**src/rtl/core/pfv_pkg.sv**
```systemverilog
`timescale 1ns / 1ps
// Package for the portable file name validator: byte codes, UTF-8 classes and helpers.
package pfv_pkg;

  localparam int unsigned CountBits  = 9;
  localparam int unsigned StemBits   = 3;
  localparam int unsigned LeadDepth  = 4;

  localparam logic [CountBits-1:0] COUNT_LIMIT    = 9'd256;
  localparam logic [CountBits-1:0] MAX_NAME_BYTES = 9'd255;
  localparam logic [StemBits-1:0]  STEM_LIMIT     = 3'd5;

  localparam logic [7:0] CH_DOT    = 8'h2e;
  localparam logic [7:0] CH_SPACE  = 8'h20;
  localparam logic [7:0] CH_DEL    = 8'h7f;
  localparam logic [7:0] CH_SLASH  = 8'h2f;
  localparam logic [7:0] CH_BSLASH = 8'h5c;
  localparam logic [7:0] CH_COLON  = 8'h3a;
  localparam logic [7:0] CH_STAR   = 8'h2a;
  localparam logic [7:0] CH_QMARK  = 8'h3f;
  localparam logic [7:0] CH_QUOTE  = 8'h22;
  localparam logic [7:0] CH_LT     = 8'h3c;
  localparam logic [7:0] CH_GT     = 8'h3e;
  localparam logic [7:0] CH_PIPE   = 8'h7c;
  localparam logic [7:0] CH_ONE    = 8'h31;
  localparam logic [7:0] CH_NINE   = 8'h39;

  localparam logic [23:0] W_CON = "con";
  localparam logic [23:0] W_PRN = "prn";
  localparam logic [23:0] W_AUX = "aux";
  localparam logic [23:0] W_NUL = "nul";
  localparam logic [23:0] W_COM = "com";
  localparam logic [23:0] W_LPT = "lpt";

  localparam logic [7:0] LEAD2_LO = 8'hc2;
  localparam logic [7:0] LEAD2_HI = 8'hdf;
  localparam logic [7:0] LEAD3_LO = 8'he0;
  localparam logic [7:0] LEAD3_HI = 8'hef;
  localparam logic [7:0] LEAD4_LO = 8'hf0;
  localparam logic [7:0] LEAD4_HI = 8'hf4;

  localparam logic [20:0] CP_MIN2     = 21'h00080;
  localparam logic [20:0] CP_MIN3     = 21'h00800;
  localparam logic [20:0] CP_MIN4     = 21'h10000;
  localparam logic [20:0] CP_MAX      = 21'h10ffff;
  localparam logic [20:0] CP_SURR_LO  = 21'h0d800;
  localparam logic [20:0] CP_SURR_HI  = 21'h0dfff;

  typedef enum logic [1:0] {
    SEQ_NONE  = 2'd0,
    SEQ_TWO   = 2'd1,
    SEQ_THREE = 2'd2,
    SEQ_FOUR  = 2'd3
  } seq_class_t;

  function automatic logic [7:0] fold_lc(input logic [7:0] c);
    logic [7:0] r;
    r = c;
    if (c >= 8'h41 && c <= 8'h5a) begin
      r = c | 8'h20;
    end
    return r;
  endfunction

  function automatic logic is_forbidden(input logic [7:0] b);
    logic f;
    f = (b < CH_SPACE) || (b == CH_DEL);
    if (b inside {CH_SLASH, CH_BSLASH, CH_COLON, CH_STAR, CH_QMARK,
                  CH_QUOTE, CH_LT, CH_GT, CH_PIPE}) begin
      f = 1'b1;
    end
    return f;
  endfunction

endpackage

```
**src/rtl/core/portable_filename_validator_unit.sv**
```systemverilog
`timescale 1ns / 1ps
// Portable file name validator: one name byte per beat, one verdict per name.
// Path: the last byte's beat is held in the input register, and the verdict on it is
// then written to the verdict register, from which it is handed on.
// Throughput: one byte per cycle while no final beat meets a stalled verdict; the
// input and verdict registers let a new byte enter while an earlier verdict waits.
// Reset (rst, synchronous): clears control and per-name counters; the first-byte
// registers are not reset and are written before they are read; no clearing pass.
module portable_filename_validator_unit
  import pfv_pkg::*;
(
  input  logic       clk,
  input  logic       rst,
  input  logic       byte_valid,
  output logic       byte_stall,
  input  logic [7:0] name_byte,
  input  logic       last_byte,
  input  logic       empty_name,
  output logic       verdict_valid,
  input  logic       verdict_stall,
  output logic       name_ok
);

  // input register
  logic       s1_valid;
  logic [7:0] s1_byte;
  logic       s1_last;
  logic       s1_empty;

  // per-name state
  logic [CountBits-1:0] byte_count;
  logic [7:0]           leading_bytes [LeadDepth];
  logic [StemBits-1:0]  stem_length;
  logic                 dot_found;
  logic [1:0]           pending_continuations;
  logic [20:0]          partial_codepoint;
  seq_class_t           sequence_class;
  logic                 rule_broken;

  logic [CountBits-1:0] byte_count_next;
  logic [7:0]           lead_next [LeadDepth];
  logic [StemBits-1:0]  stem_length_next;
  logic                 dot_found_next;
  logic [1:0]           pending_next;
  logic [20:0]          codepoint_next;
  seq_class_t           class_next;
  logic                 broken_next;

  logic        s1_result;
  logic        s1_fire;
  logic        ok;
  logic [20:0] cp_shift;
  logic [20:0] cp_min;
  logic [23:0] stem3;
  logic        reserved;

  assign s1_result  = s1_last || s1_empty;
  assign byte_stall = s1_valid && s1_result && verdict_valid && verdict_stall;
  assign s1_fire    = s1_valid && !byte_stall;

  always_comb begin
    byte_count_next = (byte_count < COUNT_LIMIT) ? byte_count + 9'd1 : byte_count;
    for (int i = 0; i < LeadDepth; i++) begin
      lead_next[i] = (byte_count == CountBits'(i)) ? s1_byte : leading_bytes[i];
    end
    dot_found_next   = dot_found;
    stem_length_next = stem_length;
    if (!dot_found) begin
      if (s1_byte == CH_DOT) begin
        dot_found_next = 1'b1;
      end else if (stem_length < STEM_LIMIT) begin
        stem_length_next = stem_length + 3'd1;
      end
    end
  end

  // UTF-8 decode step
  always_comb begin
    pending_next   = pending_continuations;
    class_next     = sequence_class;
    codepoint_next = partial_codepoint;
    broken_next    = rule_broken || is_forbidden(s1_byte);
    cp_shift       = {partial_codepoint[14:0], s1_byte[5:0]};
    case (sequence_class)
      SEQ_TWO:   cp_min = CP_MIN2;
      SEQ_THREE: cp_min = CP_MIN3;
      default:   cp_min = CP_MIN4;
    endcase
    if (pending_continuations != 2'd0) begin
      if (s1_byte[7:6] != 2'b10) begin
        broken_next    = 1'b1;
        pending_next   = 2'd0;
        class_next     = SEQ_NONE;
        codepoint_next = '0;
      end else begin
        pending_next = pending_continuations - 2'd1;
        if (pending_continuations == 2'd1) begin
          if (cp_shift < cp_min || cp_shift > CP_MAX ||
              (cp_shift >= CP_SURR_LO && cp_shift <= CP_SURR_HI)) begin
            broken_next = 1'b1;
          end
          class_next     = SEQ_NONE;
          codepoint_next = '0;
        end else begin
          codepoint_next = cp_shift;
        end
      end
    end else if (s1_byte[7]) begin
      if (s1_byte >= LEAD2_LO && s1_byte <= LEAD2_HI) begin
        pending_next   = 2'd1;
        class_next     = SEQ_TWO;
        codepoint_next = {16'd0, s1_byte[4:0]};
      end else if (s1_byte >= LEAD3_LO && s1_byte <= LEAD3_HI) begin
        pending_next   = 2'd2;
        class_next     = SEQ_THREE;
        codepoint_next = {17'd0, s1_byte[3:0]};
      end else if (s1_byte >= LEAD4_LO && s1_byte <= LEAD4_HI) begin
        pending_next   = 2'd3;
        class_next     = SEQ_FOUR;
        codepoint_next = {18'd0, s1_byte[2:0]};
      end else begin
        broken_next = 1'b1;
      end
    end
  end

  // verdict on the updated state
  always_comb begin
    stem3    = {fold_lc(lead_next[0]), fold_lc(lead_next[1]), fold_lc(lead_next[2])};
    reserved = 1'b0;
    if (stem_length_next == 3'd3) begin
      reserved = (stem3 == W_CON) || (stem3 == W_PRN) ||
                 (stem3 == W_AUX) || (stem3 == W_NUL);
    end else if (stem_length_next == 3'd4) begin
      reserved = ((stem3 == W_COM) || (stem3 == W_LPT)) &&
                 lead_next[3] >= CH_ONE && lead_next[3] <= CH_NINE;
    end
    ok = !broken_next && pending_next == 2'd0 &&
         byte_count_next <= MAX_NAME_BYTES &&
         s1_byte != CH_DOT && s1_byte != CH_SPACE &&
         !(byte_count_next == 9'd1 && lead_next[0] == CH_DOT) &&
         !(byte_count_next == 9'd2 && lead_next[0] == CH_DOT && lead_next[1] == CH_DOT) &&
         !reserved;
  end

  always_ff @(posedge clk) begin
    if (rst) begin
      s1_valid <= 1'b0;
    end else if (!byte_stall) begin
      s1_valid <= byte_valid;
    end
  end

  always_ff @(posedge clk) begin
    if (!byte_stall && byte_valid) begin
      s1_byte  <= name_byte;
      s1_last  <= last_byte;
      s1_empty <= empty_name;
    end
  end

  always_ff @(posedge clk) begin
    if (rst) begin
      byte_count            <= '0;
      stem_length           <= '0;
      dot_found             <= 1'b0;
      pending_continuations <= '0;
      partial_codepoint     <= '0;
      sequence_class        <= SEQ_NONE;
      rule_broken           <= 1'b0;
    end else if (s1_fire) begin
      if (s1_result) begin
        byte_count            <= '0;
        stem_length           <= '0;
        dot_found             <= 1'b0;
        pending_continuations <= '0;
        partial_codepoint     <= '0;
        sequence_class        <= SEQ_NONE;
        rule_broken           <= 1'b0;
      end else begin
        byte_count            <= byte_count_next;
        stem_length           <= stem_length_next;
        dot_found             <= dot_found_next;
        pending_continuations <= pending_next;
        partial_codepoint     <= codepoint_next;
        sequence_class        <= class_next;
        rule_broken           <= broken_next;
      end
    end
  end

  // first bytes of the name; unwritten entries are never read
  always_ff @(posedge clk) begin
    if (s1_fire && !s1_empty) begin
      for (int i = 0; i < LeadDepth; i++) begin
        leading_bytes[i] <= lead_next[i];
      end
    end
  end

  always_ff @(posedge clk) begin
    if (rst) begin
      verdict_valid <= 1'b0;
    end else if (s1_fire && s1_result) begin
      verdict_valid <= 1'b1;
    end else if (!verdict_stall) begin
      verdict_valid <= 1'b0;
    end
  end

  always_ff @(posedge clk) begin
    if (s1_fire && s1_result) begin
      name_ok <= ok && !s1_empty;
    end
  end

  a_empty_rejects: assert property (@(posedge clk) disable iff (rst)
    (s1_fire && s1_empty) |=> (verdict_valid && !name_ok))
    else $error("empty name beat did not give a reject verdict");

  a_clear_after_name: assert property (@(posedge clk) disable iff (rst)
    (s1_fire && s1_result) |=>
      (byte_count == '0 && pending_continuations == 2'd0 && !rule_broken && !dot_found))
    else $error("per-name state not cleared after verdict");

  a_seq_open: assert property (@(posedge clk) disable iff (rst)
    (pending_continuations != 2'd0) |-> (sequence_class != SEQ_NONE))
    else $error("continuations due with no open sequence");

  a_stall_cause: assert property (@(posedge clk) disable iff (rst)
    byte_stall |-> (s1_valid && verdict_valid && verdict_stall))
    else $error("input stalled without a blocked verdict");

  a_count_bound: assert property (@(posedge clk) disable iff (rst)
    (s1_fire && !s1_result) |=> (byte_count <= COUNT_LIMIT && byte_count != '0))
    else $error("byte count out of range after a byte");

endmodule
```
**config.mk**
```make
export PLATFORM = sky130hd
export DESIGN_NAME = portable_filename_validator_unit
export DESIGN_NICKNAME = d
export VERILOG_FILES = /design/src/rtl/core/pfv_pkg.sv /design/src/rtl/core/portable_filename_validator_unit.sv
export SDC_FILE = /design/constraint.sdc
export NUM_CORES = 1
export LEC_CHECK = 0
export BUFFER_PORTS_ARGS = -buffer_cell sky130_fd_sc_hd__buf_2
export CAP_MARGIN = 20
export CORE_ASPECT_RATIO = 1.1
export CORE_MARGIN = 2
export CORE_UTILIZATION = 62
export DETAILED_ROUTE_END_ITERATION = 10
export GPL_TIMING_DRIVEN = 0
export PLACE_DENSITY = 0.91
export SYNTH_ARGS = -nofsm -noshare
export SYNTH_HDL_FRONTEND = slang
export SYNTH_SLANG_ARGS = --single-unit
```
**constraint.sdc**
```tcl
create_clock -name clk -period 3.2 [get_ports clk]
set_clock_uncertainty 0.05 [all_clocks]
set_input_delay 0.32 -clock clk [delete_from_list [all_inputs] [get_ports clk]]
set_output_delay 0.32 -clock clk [all_outputs]
set_load 0.02 [all_outputs]
```
==> results.tsv <==
metric	value	unit
status	completed	
endpoint type of the worst setup path	register	
Layout Nets	548	
GR Overflow Total	0	
Switching Fraction	24.5	%
average cell area after synthesis	9.55	µm²
CP max FO	9	
fillcell total	562	
post-synth net total	522	
number of max-cap violations	0	
DRC viols	0	
Sequential Power Share	53.3	%
most common cell after layout, fill and taps aside	nand2_1	
Placed Instances	599	
# Post-CTS Setup Buffers	0	
dpl ws	0.354	ns
die area	0.00838	mm²
share of cells above drive strength 1	18.9	%
Unique masters post-synth	75	
Synth Flop Type	edfxtp_1	
Peak Freq	348	MHz
commonest non-fill, non-tap cells in the layout	nand2_1, edfxtp_1, a21oi_1	
Cells after Synth	497	
CTS Hold Buffers Added	0	
io pins	17	
H-tree levels	3	
CTS Buf Count	9	
TritonCTS clock tree	done	
Final Setup Violations	0	
Leak	1.84	nW
switching power total	0.000507	W
Clock transition at path regs	0.08	ns
Post-Synthesis Cell Area	0.00475	mm²
DR WL/cell	18.6	µm
initial antenna violation count	0	
DR vias	4136	
CP arrival	2.93	ns
vias per inst	6.73	
CTS sink cnt	78	
Worst slew margin	39.1	%
diode count	0	
VDD IR max	0.000329	V
Pre-antenna DRT Iters	6	
fin cells	615	
final WL	11400	µm
GPL Wtd Cong	0.922	
Pwr Total	0.00207	W
Clock Root Buffer	clkbuf_8	
Final WS setup	0.328	ns
r2r setup slk	0.33	ns
slew at the pin with the worst max-slew slack	0.911	ns
die height	95.8	µm
Pwr Density	402	mW/mm²
Synth Warn #	0	
critical path class	reg -> reg	
Pint	0.00156	W
RSZ-0062 raised after global routing	false	
post-route minimum period	2.87	ns
pin count of the biggest net entering global routing	33	
Worst Setup Start Kind	register	
Area Overhead vs Synth	8.27	%
clock latency on the worst-skew pair	0.37	ns
Die X	87.4	µm
HP Class	in -> reg	
power share of the clock group	37.1	%
first-pass GRT wire length	18400	µm
Final period util	89.8	%
DRT iter0 DRCs	354	
Pins Over Slew Limit	0	
Initial Util	63.9	%
post-synthesis sequential area ratio	41.9	%
DP HPWL	7980	µm
Synth async-reset ratio	0	%
EDFF count, synth	43	
combinational fraction of design power	9.6	%
IO Port Bufs	15	
all-layer global routing usage	28.7	%
vias in the first global route	3886	
WP data required	3.26	ns
Yosys reg bits	78	
Post-Route Setup TNS	0	ns
post-cts resize count	0	
Rows	33	
post-route ant nets	0	
CTS Buffer Depth	2	
core area	0.00743	mm²
Final Hold Fails	0	
-- state kept, by name, indices dropped and copies added (netlist names), 2 cells and up --
name and count:
byte_count 9, partial_codepoint 15, leading_bytes 32, pending_continuations 2
s1_byte 8, sequence_class 2, stem_length 3
-- path summary, 6_finish.rpt --
path                        startpoint                    to  cells after the start
setup / recovery            s1_byte[3]               name_ok                      9
hold / removal            name_byte[5]            s1_byte[5]                      1
setup reg to reg            s1_byte[3]               name_ok                      9
hold reg to reg   partial_codepoint[0]  partial_codepoint[0]                      2
-- power groups by stage --
stage,Sequential (W),Combinational [W],Clock [W]
6_report,0.00110,0.000198,0.000767
3_5_place_dp,0.00113,0.000190,0
2_1_floorplan,0.00112,0.000137,0
4_1_cts,0.00110,0.000192,0.000771
3_3_place_gp,0.00112,0.000183,0
5_1_grt,0.00111,0.000213,0.000815
-- metal layers --
layer / part of all wire, % / vias up / track usage [%]
li1: - / 1911 / -
met1: 41 / 1960 / 34.7
met2: 47 / 209 / 47.3
met3: 7.2 / 56 / 7.03
met4: 4.3 / 0 / 14.6
met5: 0 / - / 0
-- cells by family (layout without fill, tap and decap cells) --
logic type | count (synthesis) | in the layout | share of synthesized area, %
buffers and inverters | 51 | 82 | 4.87
XOR/XNOR | 3 | 3 | 0.553
AND/OR/NAND/NOR | 203 | 203 | 25.2
multiplexers | 36 | 36 | 8.43
flip-flops | 78 | 78 | 41.9
AO/OA/AOI/OAI | 115 | 115 | 16.1
adder cells (fa/ha/maj) | 11 | 11 | 2.90
-- metrics by stage --
step | cell area, µm² | hold WS [ns] | util, %
after floorplan | 4750 | 0.369 | -
after global placement | 4930 | 0.395 | 66.4
after detailed placement | 4940 | 0.397 | 66.5
after CTS | 5140 | 0.0761 | 69.2
after global routing | 5140 | 0.0739 | 69.2
final | 5140 | 0.0851 | 69.2
-- synth_stat cells (2+ instances only) --
| cell | instances | area, µm² |
|---|---|---|
| nand2_1 | 48 | 180 |
| edfxtp_1 | 43 | 1290 |
| a21oi_1 | 39 | 195 |
| nor2_1 | 38 | 143 |
| dfxtp_1 | 35 | 701 |
| mux2_2 | 29 | 327 |
| nand3_1 | 24 | 120 |
| o21ai_0 | 24 | 120 |
| clkbuf_1 | 17 | 63.8 |
| inv_1 | 15 | 56.3 |
| buf_2 | 14 | 70.1 |
| ha_1 | 11 | 138 |
| nor2b_1 | 10 | 62.6 |
| nor3_1 | 10 | 50.1 |
| nand4_1 | 9 | 56.3 |
| or4_1 | 8 | 60.1 |
| a31oi_1 | 6 | 37.5 |
| and3_1 | 6 | 37.5 |
| mux2i_1 | 6 | 60.1 |
| nand3b_1 | 5 | 37.5 |
| nor4_1 | 5 | 31.3 |
| a211oi_1 | 4 | 30.0 |
| and2_1 | 4 | 25.0 |
| and3b_1 | 4 | 35.0 |
| nand4b_1 | 4 | 35.0 |
| o211ai_1 | 4 | 30.0 |
| or3_1 | 4 | 25.0 |
| a22oi_1 | 3 | 22.5 |
| a311oi_1 | 3 | 26.3 |
| nor4b_1 | 3 | 26.3 |
| nor4b_4 | 3 | 71.3 |
| o21a_1 | 3 | 22.5 |
| o311ai_0 | 3 | 26.3 |
| o32ai_1 | 3 | 26.3 |
| a31o_2 | 2 | 17.5 |
| a41oi_1 | 2 | 17.5 |
| and4b_1 | 2 | 20.0 |
| buf_4 | 2 | 15.0 |
| buf_6 | 2 | 22.5 |
| nor3_2 | 2 | 20.0 |
| nor4_2 | 2 | 25.0 |
| o211a_1 | 2 | 20.0 |
| xnor2_1 | 2 | 17.5 |
-- worst max-delay path, cell delays in order (launching register included) --
cell,delay [ns]
edfxtp_1,0.36
buf_4,0.17
and3b_1,0.19
buf_2,0.18
a31oi_4,0.34
mux2i_1,0.39
o21ai_0,0.18
or4_1,0.57
o211ai_2,0.11
nor3_2,0.08
-- layout make-up --
cell class	instances	area [µm²]	share of cell area (%)
Inverter	15	56.3	1.10
Timing Repair Buffer	15	75.1	1.46
Buffer	36	175	3.41
Multi-Input combinational cell	368	2530	49.3
Clock buffer	13	160	3.12
Clock inverter	3	41.3	0.803
Sequential cell	78	1990	38.7
Tap cell	87	109	2.12
Note: power is estimated with default switching activity, not from simulation.
